--- src/sv/sm4_block_cipher_unit_macros.svh ---
// Assertion macros for the SM4 block cipher unit.
// Included by the top level; the enclosing module must provide clk and rst_n.
`ifndef SM4_BLOCK_CIPHER_UNIT_MACROS_SVH
`define SM4_BLOCK_CIPHER_UNIT_MACROS_SVH

// The consequent must hold in the same cycle as the antecedent.
`define SM4_ASSERT_SAME(lbl, ante, cons, msg) \
  lbl: assert property (@(posedge clk) disable iff (!rst_n) (ante) |-> (cons)) \
    else $error(msg);

// The consequent must hold in the cycle after the antecedent.
`define SM4_ASSERT_NEXT(lbl, ante, cons, msg) \
  lbl: assert property (@(posedge clk) disable iff (!rst_n) (ante) |=> (cons)) \
    else $error(msg);

`endif

--- src/sv/sm4_pkg.sv ---
// Shared types, constants and functions of the SM4 block cipher unit.
// Used by the round key RAM, the key schedule, the round core and the top level.
package sm4_pkg;

  localparam int NUM_ROUNDS = 32;
  localparam int RK_ADDR_W  = $clog2(NUM_ROUNDS);

  typedef logic [31:0]          word_t;
  typedef logic [RK_ADDR_W-1:0] rk_addr_t;

  typedef enum logic [1:0] {
    CFG_KEY_HIGH = 2'd0,
    CFG_KEY_LOW  = 2'd1,
    CFG_MODE     = 2'd2
  } cfg_idx_t;

  typedef enum logic [1:0] {
    KS_INIT,
    KS_RUN,
    KS_IDLE
  } ks_state_t;

  typedef enum logic [1:0] {
    RC_IDLE,
    RC_RUN,
    RC_DONE
  } rc_state_t;

  typedef struct packed {
    logic     we;
    rk_addr_t addr;
    word_t    data;
  } rk_wr_t;

  localparam word_t FK [4] = '{32'hA3B1BAC6, 32'h56AA3350, 32'h677D9197, 32'hB27022DC};

  localparam logic [7:0] SBOX [256] = '{
    8'hD6, 8'h90, 8'hE9, 8'hFE, 8'hCC, 8'hE1, 8'h3D, 8'hB7, 8'h16, 8'hB6, 8'h14, 8'hC2,
    8'h28, 8'hFB, 8'h2C, 8'h05, 8'h2B, 8'h67, 8'h9A, 8'h76, 8'h2A, 8'hBE, 8'h04, 8'hC3,
    8'hAA, 8'h44, 8'h13, 8'h26, 8'h49, 8'h86, 8'h06, 8'h99, 8'h9C, 8'h42, 8'h50, 8'hF4,
    8'h91, 8'hEF, 8'h98, 8'h7A, 8'h33, 8'h54, 8'h0B, 8'h43, 8'hED, 8'hCF, 8'hAC, 8'h62,
    8'hE4, 8'hB3, 8'h1C, 8'hA9, 8'hC9, 8'h08, 8'hE8, 8'h95, 8'h80, 8'hDF, 8'h94, 8'hFA,
    8'h75, 8'h8F, 8'h3F, 8'hA6, 8'h47, 8'h07, 8'hA7, 8'hFC, 8'hF3, 8'h73, 8'h17, 8'hBA,
    8'h83, 8'h59, 8'h3C, 8'h19, 8'hE6, 8'h85, 8'h4F, 8'hA8, 8'h68, 8'h6B, 8'h81, 8'hB2,
    8'h71, 8'h64, 8'hDA, 8'h8B, 8'hF8, 8'hEB, 8'h0F, 8'h4B, 8'h70, 8'h56, 8'h9D, 8'h35,
    8'h1E, 8'h24, 8'h0E, 8'h5E, 8'h63, 8'h58, 8'hD1, 8'hA2, 8'h25, 8'h22, 8'h7C, 8'h3B,
    8'h01, 8'h21, 8'h78, 8'h87, 8'hD4, 8'h00, 8'h46, 8'h57, 8'h9F, 8'hD3, 8'h27, 8'h52,
    8'h4C, 8'h36, 8'h02, 8'hE7, 8'hA0, 8'hC4, 8'hC8, 8'h9E, 8'hEA, 8'hBF, 8'h8A, 8'hD2,
    8'h40, 8'hC7, 8'h38, 8'hB5, 8'hA3, 8'hF7, 8'hF2, 8'hCE, 8'hF9, 8'h61, 8'h15, 8'hA1,
    8'hE0, 8'hAE, 8'h5D, 8'hA4, 8'h9B, 8'h34, 8'h1A, 8'h55, 8'hAD, 8'h93, 8'h32, 8'h30,
    8'hF5, 8'h8C, 8'hB1, 8'hE3, 8'h1D, 8'hF6, 8'hE2, 8'h2E, 8'h82, 8'h66, 8'hCA, 8'h60,
    8'hC0, 8'h29, 8'h23, 8'hAB, 8'h0D, 8'h53, 8'h4E, 8'h6F, 8'hD5, 8'hDB, 8'h37, 8'h45,
    8'hDE, 8'hFD, 8'h8E, 8'h2F, 8'h03, 8'hFF, 8'h6A, 8'h72, 8'h6D, 8'h6C, 8'h5B, 8'h51,
    8'h8D, 8'h1B, 8'hAF, 8'h92, 8'hBB, 8'hDD, 8'hBC, 8'h7F, 8'h11, 8'hD9, 8'h5C, 8'h41,
    8'h1F, 8'h10, 8'h5A, 8'hD8, 8'h0A, 8'hC1, 8'h31, 8'h88, 8'hA5, 8'hCD, 8'h7B, 8'hBD,
    8'h2D, 8'h74, 8'hD0, 8'h12, 8'hB8, 8'hE5, 8'hB4, 8'hB0, 8'h89, 8'h69, 8'h97, 8'h4A,
    8'h0C, 8'h96, 8'h77, 8'h7E, 8'h65, 8'hB9, 8'hF1, 8'h09, 8'hC5, 8'h6E, 8'hC6, 8'h84,
    8'h18, 8'hF0, 8'h7D, 8'hEC, 8'h3A, 8'hDC, 8'h4D, 8'h20, 8'h79, 8'hEE, 8'h5F, 8'h3E,
    8'hD7, 8'hCB, 8'h39, 8'h48
  };

  function automatic word_t tau(input word_t a);
    return {SBOX[a[31:24]], SBOX[a[23:16]], SBOX[a[15:8]], SBOX[a[7:0]]};
  endfunction

  function automatic word_t l_data(input word_t b);
    return b ^ {b[29:0], b[31:30]} ^ {b[21:0], b[31:22]} ^ {b[13:0], b[31:14]}
             ^ {b[7:0], b[31:8]};
  endfunction

  function automatic word_t l_key(input word_t b);
    return b ^ {b[18:0], b[31:19]} ^ {b[8:0], b[31:9]};
  endfunction

  function automatic logic [7:0] ck_byte(input logic [7:0] t);
    logic [10:0] p;
    p = {3'b000, t} * 11'd7;
    return p[7:0];
  endfunction

  // Byte j of constant i is (4*i + j) * 7 modulo 256, byte 0 most significant.
  function automatic word_t ck(input rk_addr_t i);
    logic [7:0] base;
    base = {1'b0, i, 2'b00};
    return {ck_byte(base), ck_byte(base + 8'd1), ck_byte(base + 8'd2), ck_byte(base + 8'd3)};
  endfunction

endpackage

--- src/sv/sm4_block_cipher_unit.sv ---
// SM4 block cipher unit, ECB mode, one 128-bit block per beat.
// Holds the configuration registers and connects key schedule, round key
// memory and round core. Depends on sm4_pkg and the assertion macro header.
//
// Usage: the configuration channel writes key_high (index 0), key_low
// (index 1) and decrypt_mode (index 2); it is always ready and a write to
// any other index is ignored. Each key write starts a new key expansion,
// one round key per cycle into the round key memory, during which in_ready
// stays low. After reset the expansion of the all-zero key runs the same
// way. Configuration must be changed only while no block is in flight; the
// unit does not enforce this. An input beat carries one block and its
// last-block flag. The round core runs one round per cycle through a single
// round unit fed by the round key memory; after the last round it waits
// until the output register is free, loads the result there and only then
// takes the next input beat. The output register holds the result while
// out_ready is low; a block that finishes meanwhile waits in the core.
`include "sm4_block_cipher_unit_macros.svh"
module sm4_block_cipher_unit
  import sm4_pkg::*;
(
  input  logic        clk,
  input  logic        rst_n,
  input  logic        cfg_valid,
  output logic        cfg_ready,
  input  logic [1:0]  cfg_index,
  input  logic [63:0] cfg_data,
  input  logic        in_valid,
  output logic        in_ready,
  input  logic [63:0] in_block_high,
  input  logic [63:0] in_block_low,
  input  logic        in_last_block,
  output logic        out_valid,
  input  logic        out_ready,
  output logic [63:0] out_high,
  output logic [63:0] out_low,
  output logic        out_last
);

  logic [63:0] key_high_r;
  logic [63:0] key_low_r;
  logic        decrypt_mode_r;
  logic        cfg_wr;
  logic        key_wr;
  logic        key_busy;
  rk_wr_t      rk_wr;
  rk_addr_t    rd_addr;
  word_t       rd_data;

  assign cfg_ready = 1'b1;
  assign cfg_wr    = cfg_valid && cfg_ready;
  assign key_wr    = cfg_wr && (cfg_index == CFG_KEY_HIGH || cfg_index == CFG_KEY_LOW);

  always_ff @(posedge clk) begin
    if (!rst_n) begin
      key_high_r     <= '0;
      key_low_r      <= '0;
      decrypt_mode_r <= 1'b0;
    end else if (cfg_wr) begin
      case (cfg_index)
        CFG_KEY_HIGH: key_high_r     <= cfg_data;
        CFG_KEY_LOW:  key_low_r      <= cfg_data;
        CFG_MODE:     decrypt_mode_r <= cfg_data[0];
        default:      decrypt_mode_r <= decrypt_mode_r;
      endcase
    end
  end

  sm4_key_sched u_key_sched (
    .clk      (clk),
    .rst_n    (rst_n),
    .restart  (key_wr),
    .key_high (key_high_r),
    .key_low  (key_low_r),
    .busy     (key_busy),
    .rk_wr    (rk_wr)
  );

  sm4_rk_ram u_rk_ram (
    .clk     (clk),
    .wr      (rk_wr),
    .rd_addr (rd_addr),
    .rd_data (rd_data)
  );

  sm4_round_core u_round_core (
    .clk           (clk),
    .rst_n         (rst_n),
    .decrypt_mode  (decrypt_mode_r),
    .key_busy      (key_busy),
    .in_valid      (in_valid),
    .in_ready      (in_ready),
    .in_block_high (in_block_high),
    .in_block_low  (in_block_low),
    .in_last_block (in_last_block),
    .rd_addr       (rd_addr),
    .rd_data       (rd_data),
    .out_valid     (out_valid),
    .out_ready     (out_ready),
    .out_high      (out_high),
    .out_low       (out_low),
    .out_last      (out_last)
  );

  `SM4_ASSERT_SAME(a_no_accept_during_expansion, in_ready, !key_busy,
    "input accepted while round keys are being expanded")
  `SM4_ASSERT_NEXT(a_key_write_blocks_input, key_wr, !in_ready && key_busy,
    "key write did not start a new expansion")
  `SM4_ASSERT_NEXT(a_one_block_at_a_time, in_valid && in_ready, !in_ready,
    "second block accepted while a block is in the rounds")

endmodule

--- src/sv/sm4_rk_ram.sv ---
// Round key memory: 32 words, one write port, one registered read port.
// Depends on sm4_pkg for the word, address and write port types.
module sm4_rk_ram
  import sm4_pkg::*;
(
  input  logic     clk,
  input  rk_wr_t   wr,
  input  rk_addr_t rd_addr,
  output word_t    rd_data
);

  word_t mem [NUM_ROUNDS];
  word_t rd_data_r;

  always_ff @(posedge clk) begin
    if (wr.we) begin
      mem[wr.addr] <= wr.data;
    end
    rd_data_r <= mem[rd_addr];
  end

  assign rd_data = rd_data_r;

endmodule

--- src/sv/sm4_key_sched.sv ---
// Key schedule: expands the 128-bit key into 32 round keys, one per cycle,
// and writes them into the round key memory. Depends on sm4_pkg.
module sm4_key_sched
  import sm4_pkg::*;
(
  input  logic        clk,
  input  logic        rst_n,
  input  logic        restart,
  input  logic [63:0] key_high,
  input  logic [63:0] key_low,
  output logic        busy,
  output rk_wr_t      rk_wr
);

  ks_state_t state_r, state_nxt;
  rk_addr_t  cnt_r;
  word_t     k_r [4];
  word_t     nk;
  logic      last_round;

  assign nk         = k_r[0] ^ l_key(tau(k_r[1] ^ k_r[2] ^ k_r[3] ^ ck(cnt_r)));
  assign last_round = (cnt_r == rk_addr_t'(NUM_ROUNDS - 1));

  always_comb begin
    state_nxt = state_r;
    case (state_r)
      KS_INIT: state_nxt = KS_RUN;
      KS_RUN:  if (last_round) begin
        state_nxt = KS_IDLE;
      end
      KS_IDLE: state_nxt = KS_IDLE;
      default: state_nxt = KS_INIT;
    endcase
    if (restart) begin
      state_nxt = KS_INIT;
    end
  end

  always_comb begin
    busy        = (state_r != KS_IDLE);
    rk_wr.we    = (state_r == KS_RUN);
    rk_wr.addr  = cnt_r;
    rk_wr.data  = nk;
  end

  always_ff @(posedge clk) begin
    if (!rst_n) begin
      state_r <= KS_INIT;
      cnt_r   <= '0;
    end else begin
      state_r <= state_nxt;
      if (state_r == KS_INIT) begin
        cnt_r <= '0;
      end else if (state_r == KS_RUN) begin
        cnt_r <= cnt_r + rk_addr_t'(1);
      end
    end
  end

  always_ff @(posedge clk) begin
    if (state_r == KS_INIT) begin
      k_r[0] <= key_high[63:32] ^ FK[0];
      k_r[1] <= key_high[31:0] ^ FK[1];
      k_r[2] <= key_low[63:32] ^ FK[2];
      k_r[3] <= key_low[31:0] ^ FK[3];
    end else if (state_r == KS_RUN) begin
      k_r[0] <= k_r[1];
      k_r[1] <= k_r[2];
      k_r[2] <= k_r[3];
      k_r[3] <= nk;
    end
  end

endmodule

--- src/sv/sm4_round_core.sv ---
// Round core: runs 32 SM4 rounds on one block, one round per cycle, with the
// round keys read from the round key memory. Depends on sm4_pkg.
module sm4_round_core
  import sm4_pkg::*;
(
  input  logic        clk,
  input  logic        rst_n,
  input  logic        decrypt_mode,
  input  logic        key_busy,
  input  logic        in_valid,
  output logic        in_ready,
  input  logic [63:0] in_block_high,
  input  logic [63:0] in_block_low,
  input  logic        in_last_block,
  output rk_addr_t    rd_addr,
  input  word_t       rd_data,
  output logic        out_valid,
  input  logic        out_ready,
  output logic [63:0] out_high,
  output logic [63:0] out_low,
  output logic        out_last
);

  rc_state_t   state_r, state_nxt;
  rk_addr_t    rnd_r;
  word_t       x_r [4];
  logic        last_r;
  logic        out_valid_r;
  logic [63:0] out_high_r;
  logic [63:0] out_low_r;
  logic        out_last_r;
  word_t       nx;
  logic        load_in;
  logic        step;
  logic        load_out;
  logic        out_free;
  rk_addr_t    rnd_sel;

  assign nx       = x_r[0] ^ l_data(tau(x_r[1] ^ x_r[2] ^ x_r[3] ^ rd_data));
  assign out_free = !out_valid_r || out_ready;

  always_comb begin
    state_nxt = state_r;
    case (state_r)
      RC_IDLE: if (in_valid && !key_busy) begin
        state_nxt = RC_RUN;
      end
      RC_RUN:  if (rnd_r == rk_addr_t'(NUM_ROUNDS - 1)) begin
        state_nxt = RC_DONE;
      end
      RC_DONE: if (out_free) begin
        state_nxt = RC_IDLE;
      end
      default: state_nxt = RC_IDLE;
    endcase
  end

  always_comb begin
    in_ready = 1'b0;
    step     = 1'b0;
    load_out = 1'b0;
    rnd_sel  = '0;
    case (state_r)
      RC_IDLE: in_ready = !key_busy;
      RC_RUN:  begin
        step    = 1'b1;
        rnd_sel = rnd_r + rk_addr_t'(1);
      end
      RC_DONE: load_out = out_free;
      default: in_ready = 1'b0;
    endcase
    load_in = in_valid && in_ready;
    rd_addr = decrypt_mode ? ~rnd_sel : rnd_sel;
  end

  always_ff @(posedge clk) begin
    if (!rst_n) begin
      state_r     <= RC_IDLE;
      rnd_r       <= '0;
      out_valid_r <= 1'b0;
    end else begin
      state_r <= state_nxt;
      if (load_in) begin
        rnd_r <= '0;
      end else if (step) begin
        rnd_r <= rnd_r + rk_addr_t'(1);
      end
      if (load_out) begin
        out_valid_r <= 1'b1;
      end else if (out_ready) begin
        out_valid_r <= 1'b0;
      end
    end
  end

  always_ff @(posedge clk) begin
    if (load_in) begin
      x_r[0] <= in_block_high[63:32];
      x_r[1] <= in_block_high[31:0];
      x_r[2] <= in_block_low[63:32];
      x_r[3] <= in_block_low[31:0];
      last_r <= in_last_block;
    end else if (step) begin
      x_r[0] <= x_r[1];
      x_r[1] <= x_r[2];
      x_r[2] <= x_r[3];
      x_r[3] <= nx;
    end
    if (load_out) begin
      out_high_r <= {x_r[3], x_r[2]};
      out_low_r  <= {x_r[1], x_r[0]};
      out_last_r <= last_r;
    end
  end

  assign out_valid = out_valid_r;
  assign out_high  = out_high_r;
  assign out_low   = out_low_r;
  assign out_last  = out_last_r;

endmodule
--- config.mk ---
export PLATFORM = sky130hd
export DESIGN_NAME = sm4_block_cipher_unit
export DESIGN_NICKNAME = d
export VERILOG_FILES = /design/src/sv/sm4_pkg.sv /design/src/sv/sm4_block_cipher_unit.sv /design/src/sv/sm4_rk_ram.sv /design/src/sv/sm4_key_sched.sv /design/src/sv/sm4_round_core.sv
export VERILOG_INCLUDE_DIRS = /design/src /design/src/sv
export SDC_FILE = /design/constraint.sdc
export NUM_CORES = 2
export LEC_CHECK = 0
export BUFFER_PORTS_ARGS = -buffer_cell sky130_fd_sc_hd__buf_2
export CORE_UTILIZATION = 35
export DETAILED_ROUTE_END_ITERATION = 7
export MAX_ROUTING_LAYER = met4
export PLACE_DENSITY = 0.54
export SLEW_MARGIN = 25
export SYNTH_ARGS = -nofsm -noshare
export SYNTH_HDL_FRONTEND = slang
export SYNTH_HIERARCHICAL = 1
export SYNTH_SLANG_ARGS = --single-unit
--- constraint.sdc ---
create_clock -name clk -period 21.9 [get_ports clk]
set_clock_uncertainty 0.1 [all_clocks]
set_input_delay 1.095 -clock clk [delete_from_list [all_inputs] [get_ports clk]]
set_output_delay 1.095 -clock clk [all_outputs]
set_load 0.05 [all_outputs]
; ---- After elaboration in Yosys (flattened, before gate mapping)
; Memory sizes are Yosys's and may differ from the RTL's. A register that Yosys moved wholly into a read port is not among the register bits.
; Index checks and enable logic that the tools add are counted.
[word_totals]
rom_bits = 16384
word_cells = 155
ramBits = 1280
n_memories = 11
register_bits = 274
output_inout_bits = 132
[memory_table]
columns = name, words, width, read_ports, rd_ports_with_merged_regs, write_ports, line
row1 = (name not given), 256, 8, 1, 0, 0, sm4_pkg.sv:63  ; return {SBOX[a[31:24]], SBOX[a[23:16]], SBOX[a[15:8]], SBOX[a[7:0]]};
row2 = (name not given), 256, 8, 1, 0, 0, sm4_pkg.sv:63
row3 = (name not given), 256, 8, 1, 0, 0, sm4_pkg.sv:63
row4 = (name not given), 256, 8, 1, 0, 0, sm4_pkg.sv:63
row5 = (name not given), 256, 8, 1, 0, 0, sm4_pkg.sv:63
row6 = (name not given), 256, 8, 1, 0, 0, sm4_pkg.sv:63
row7 = 5 more memories, n/a, n/a, n/a, n/a, n/a, n/a
[op_classes]
addsub = 5
order_cmp = 8
eq_ne = 13
reduce_logical = 18
mux = 48
multipliers = 4
n_bitwise = 36
[ops]
columns = cell, count
row1 = $xor 32x32->32, 14
row2 = $mux 32, 8
row3 = $mux 8, 16
row4 = $ge 9x9->1 const B, 8
row5 = $not 8->9, 8
row6 = $not 14->14, 2
row7 = $mul 8x3->8 const B, 3
row8 = $not 19->19, 1
row9 = $not 17->17, 1
row10 = $add 7x2->8 const B, 2
row11 = $mux 1, 16
row12 = $pmux 2 s3, 2
row13 = $add 5x1->5 const B, 2
row14 = $eq 5x5->1 const B, 2
row15 = $mux 5, 2
row16 = $add 7x1->8 const B, 1
row17 = $mux 2, 4
row18 = $ne 2x1->1 const B, 4
row19 = $or 1x1->1, 8
row20 = $eq 2x1->1 const B, 3
row21 = $eq 2x2->1 const B, 3
row22 = $logic_not 2->1, 3
row23 = $mul 5x3->6 const B, 1
row24 = $reduce_and 2->1, 3
row25 = other kinds (9), 15

; ---- Depth between registers and ports, before layout
; An unclocked memory read counts as a cell.
[logic_depth]
word_depth = 14
ltp_mapped = 19

; ---- Modules after synthesis
; Netlist, hierarchy kept.
[modules_own_cells]
columns = mod, instances, cells_each, area_each_um2
row1 = sm4_rk_ram, 1, 2260, 40485.1
row2 = sm4_round_core, 1, 3085, 25041.5
row3 = sm4_key_sched, 1, 2927, 21774.6
row4 = sm4_block_cipher_unit, 1, 492, 4952.2

; ---- Worst setup path after synthesis
; Ideal clock, no wire load.
[synth_timing]
kind = input to register
from = in out_ready
to = reg u_round_core.out_high_r[0] (netlist: u_round_core/out_high[0]) (read register of u_round_core.x_r) (enable)
required_time_ps = 21166
stages = 2
slack_ps = 14264
arrival_ps = 6902
n_path_buf = 0
path_cell_list = nand2b_1 > nor2b_1
[synth_via]
elab_chain_cells = 2
[synth_lines]
columns = item, line
row1 = start: declaration, sm4_block_cipher_unit.sv:33  ; input logic out_ready,
row2 = $logic_or 1x1->1, sm4_round_core.sv:40  ; assign out_free = !out_valid_r || out_ready;
row3 = $mux 1, sm4_round_core.sv:63  ; case (state_r)
row4 = named net u_round_core.load_out, sm4_round_core.sv:35  ; logic load_out;
row5 = end: declaration, sm4_round_core.sv:29  ; logic [63:0] out_high_r;
; The timed path passes the listed nets, and every way through them passes these cells.
; A chain may end at the register's enable or synchronous reset.

==> flow_summary_export.csv <==
group,metric,value,unit
detailed_routing,ant_nets,0,
sta,fin_crit,7190,ps
setup_path,critPathLaunchType,"register",
cts,postCtsHoldBufs,0,
detailed_routing,wirelength,389000,um
place,dp_hpwl,251000,um
die,num_rows,188,
cts,ctsResizeCount,0,
yosys,synthFlopType,"edfxtp_1",
setup_path,cp_data_arrival_time,7610,ps
yosys,synth_edf_count,1410,
detailed_routing,via_per_inst,6.35,
global_route,grt_first_pass_wirelength,551000,um
cts,cts_tree,"done",
place,io_buffers,330,
detailed_routing,drt_first_pass_iters,7,
global_route,grt_overflow,0,
setup_path,cp_cell_sequence,"inv_1 -> fa_1 -> xnor2_1 -> ha_1 -> xor2_1 -> xnor2_2 -> buf_4 -> nand2_1 -> a2111oi_0 -> o31ai_1 -> o22ai_2 -> xor2_1 -> xnor3_1 -> inv_1",
cts,clkSlewWorstSetupHoldPaths,70,ps
sta,tightest_slew,1190,ps
detailed_routing,vias,78900,
die,ioPinCount,332,
setup_path,cp_slowest_cell,"xnor2_1",
finish,syn2layout_area_growth,12.6,%
detailed_routing,wl_per_cell,31.3,um
cts,cts_made_buffers,173,
sta,slew_headroom,19.8,%
finish,fin_area,104000,um^2
global_route,antenna_found_initial,6,
setup_path,cpPeakStageDelay,780,ps
place,place_area,97800,um^2
sta,holdWs,331,ps
global_route,grt_usage,29.0,%
yosys,synth_seq_cells,1586,
setup_path,worstPathRequired,22320,ps
global_route,grt_pass1_vias,73300,
yosys,syn_inst,8764,
global_route,grt_max_degree,143,
yosys,synth_nets,9053,
yosys,synth_area_per_cell,10.5,um^2
yosys,ys_types,122,
cts,post_cts.repair.setup_buffers,0,
sta,setup_viol,0,
yosys,synth.area.top_cells,"edfxtp_1 (46%), mux2i_1 (8.0%), nand2_1 (4.8%)",
die,core,262000,um^2
setup_path,criticalPathCategory,"reg2reg",
setup_path,end_kind,"register",
yosys,yosys.area.top_type,"edfxtp_1",
yosys,ys_warn_count,6,
cts,ctsLongestPathBuffers,3,
run,drv_cap,0,
cts,h-tree-depth,4,
status,status,"complete, no violations",
yosys,synth_top_area_share,45.9,%
detailed_routing,drcViolationCount,0,
yosys,syn_area,92300,um^2
setup_path,rrSetupSlack,14710,ps
sta,max_freq,139,MHz
cts,cts_sinks,1586,
finish,fillers,25400,
sta,finalCritPeriodShare,32.8,%
sta,drv_slew,0,
hold_path,min_path_type,"in2reg",
setup_path,path_max_fanout,52,
yosys,ys_seq_area_share,49.7,%
sta,hold_viol,0,
setup_path,r2r_start,"u_key_sched/cnt_r[2]",
cts,clock_latency,840,ps
die,start_util,35.2,%
die,die-area,266000,um^2
sta,setup_tns,0,ps
die,dieHeight,515,um
finish,drive_gt1_share,13.3,%
setup_path,crit_buf_inv,3,
die,die_w,515,um
setup_path,startpoint,"u_key_sched/cnt_r[2]",
finish,final_nets,9044,
sta,rsz0062_at_grt,"false",
yosys,async_flop_share,0,%
detailed_routing,initialDrtViolationCount,11300,
place,gp_congestion,0.989,
cts,cts-root-buf,"clkbuf_16",
hold_path,hp-start,"in_last_block",
setup_path,path_delay_family,"XOR/XNOR gates",
state kept, by name, indices dropped and copies added (netlist names), 2 cells and up:
name / flops
u_key_sched/cnt_r: 5
key_high_r: 64
u_round_core/rnd_r: 5
u_rk_ram/rd_data: 32
u_round_core/x_r: 128
u_rk_ram/mem: 1024
u_round_core/out_low: 64
u_key_sched/state_r: 2
u_round_core/out_high: 64
u_round_core/state_r: 2
key_low_r: 64
u_key_sched/k_r: 128
cells in the final DEF (no fill, tap or decap), drive strengths merged, types with 27 or more instances in the layout:
| cell | netlist | final |
|---|---|---|
| edfxtp | 1410 | 1410 |
| nand2 | 1176 | 1176 |
| mux2i | 735 | 735 |
| buf | 385 | 593 |
| nor2 | 583 | 583 |
| a21oi | 574 | 574 |
| o21ai | 435 | 435 |
| xnor2 | 286 | 286 |
| nand3 | 278 | 278 |
| clkbuf | 393 | 231 |
| nor3 | 198 | 198 |
| dfxtp | 176 | 176 |
| a31oi | 140 | 140 |
| xor2 | 125 | 125 |
| a22oi | 124 | 124 |
| o211ai | 117 | 117 |
| a211oi | 109 | 109 |
| o221ai | 95 | 95 |
| a221oi | 86 | 86 |
| ha | 84 | 84 |
| a311oi | 83 | 83 |
| inv | 72 | 82 |
| o22ai | 73 | 73 |
| a22o | 70 | 70 |
| o311ai | 65 | 65 |
| mux2 | 62 | 62 |
| clkinv | 5 | 60 |
| a211o | 49 | 49 |
| nand4 | 44 | 44 |
| o2111ai | 44 | 44 |
| a2111oi | 41 | 41 |
| and3 | 39 | 39 |
| o31ai | 38 | 38 |
| a32oi | 34 | 34 |
| nand2b | 34 | 34 |
| nor4 | 30 | 30 |
| or3 | 29 | 29 |
| xnor3 | 28 | 28 |
| o32ai | 27 | 27 |
synth_stat cells, drive strengths merged, types with 84 or more instances:
library cell / count
edfxtp: 1410
nand2: 1176
mux2i: 735
nor2: 583
a21oi: 574
o21ai: 435
clkbuf: 393
buf: 385
xnor2: 286
nand3: 278
nor3: 198
dfxtp: 176
a31oi: 140
xor2: 125
a22oi: 124
o211ai: 117
a211oi: 109
o221ai: 95
a221oi: 86
ha: 84
area by class of cell:
cell class | count | area [um^2] | area share (%)
flip-flops and latches | 1586 | 45900 | 44.2
well taps | 3515 | 4400 | 4.23
clock inverters | 95 | 1310 | 1.26
inverters | 77 | 290 | 0.279
clock buffers | 230 | 4740 | 4.56
diodes | 6 | 15.0 | 0.0145
multi-input cells | 6323 | 43500 | 41.9
repair buffers | 594 | 3720 | 3.59
path summary, 6_finish.rpt:
check / cells past startpoint / endpoint
worst max-delay path: 14 / u_rk_ram/mem[12][13]
worst min-delay path: 1 / u_round_core/last_r
worst max register to register: 14 / u_rk_ram/mem[12][13]
worst min register to register: 0 / u_round_core/out_last
kinds of logic (layout without fill, tap and decap cells):
| family | after synthesis | in the layout | share of synthesized area, % |
|---|---|---|---|
| flops | 1586 | 1586 | 49.7 |
| compound gates | 2449 | 2449 | 18.4 |
| fa+ha+maj | 92 | 92 | 1.28 |
| buf+inv | 855 | 996 | 4.38 |
| simple gates | 2515 | 2515 | 11.8 |
| other cells | 1 | 7 | 0.00406 |
| mux | 815 | 815 | 9.17 |
| xor+xnor | 451 | 451 | 5.23 |
per-layer routing:
layer  GRT usage (%)  share of wire, %  routed length [um]  up-vias
met2            43.7                45              174000     5034
met3            4.64               9.4               36500      873
met4            10.1               4.0               15700        0
met5               -                 0                   0        -
li1                -                 -                   -    33500
met1            39.4                42              163000    39500
stage by stage:
stage               std cells  util [%]  setup slack [ps]
finish                  12400      39.6             14710
global route            12400      39.6             14390
CTS                     12400      39.6             14730
detailed placement      12100      37.3             14760
global placement        12100      37.2             14740
floorplan                8764         -             14260
worst register-to-register path, delay by kind of cell, from the launching register on:
kind | cells | cell delay [ps]
compound gates | 3 | 1300
simple gates | 1 | 390
xor+xnor | 5 | 2050
buf+inv | 3 | 1370
flops | 1 | 690
fa+ha+maj | 2 | 990
Power is left out: the tool's default activity adds up to more than one toggle a clock period on the data nets, which glitch-free logic cannot reach.
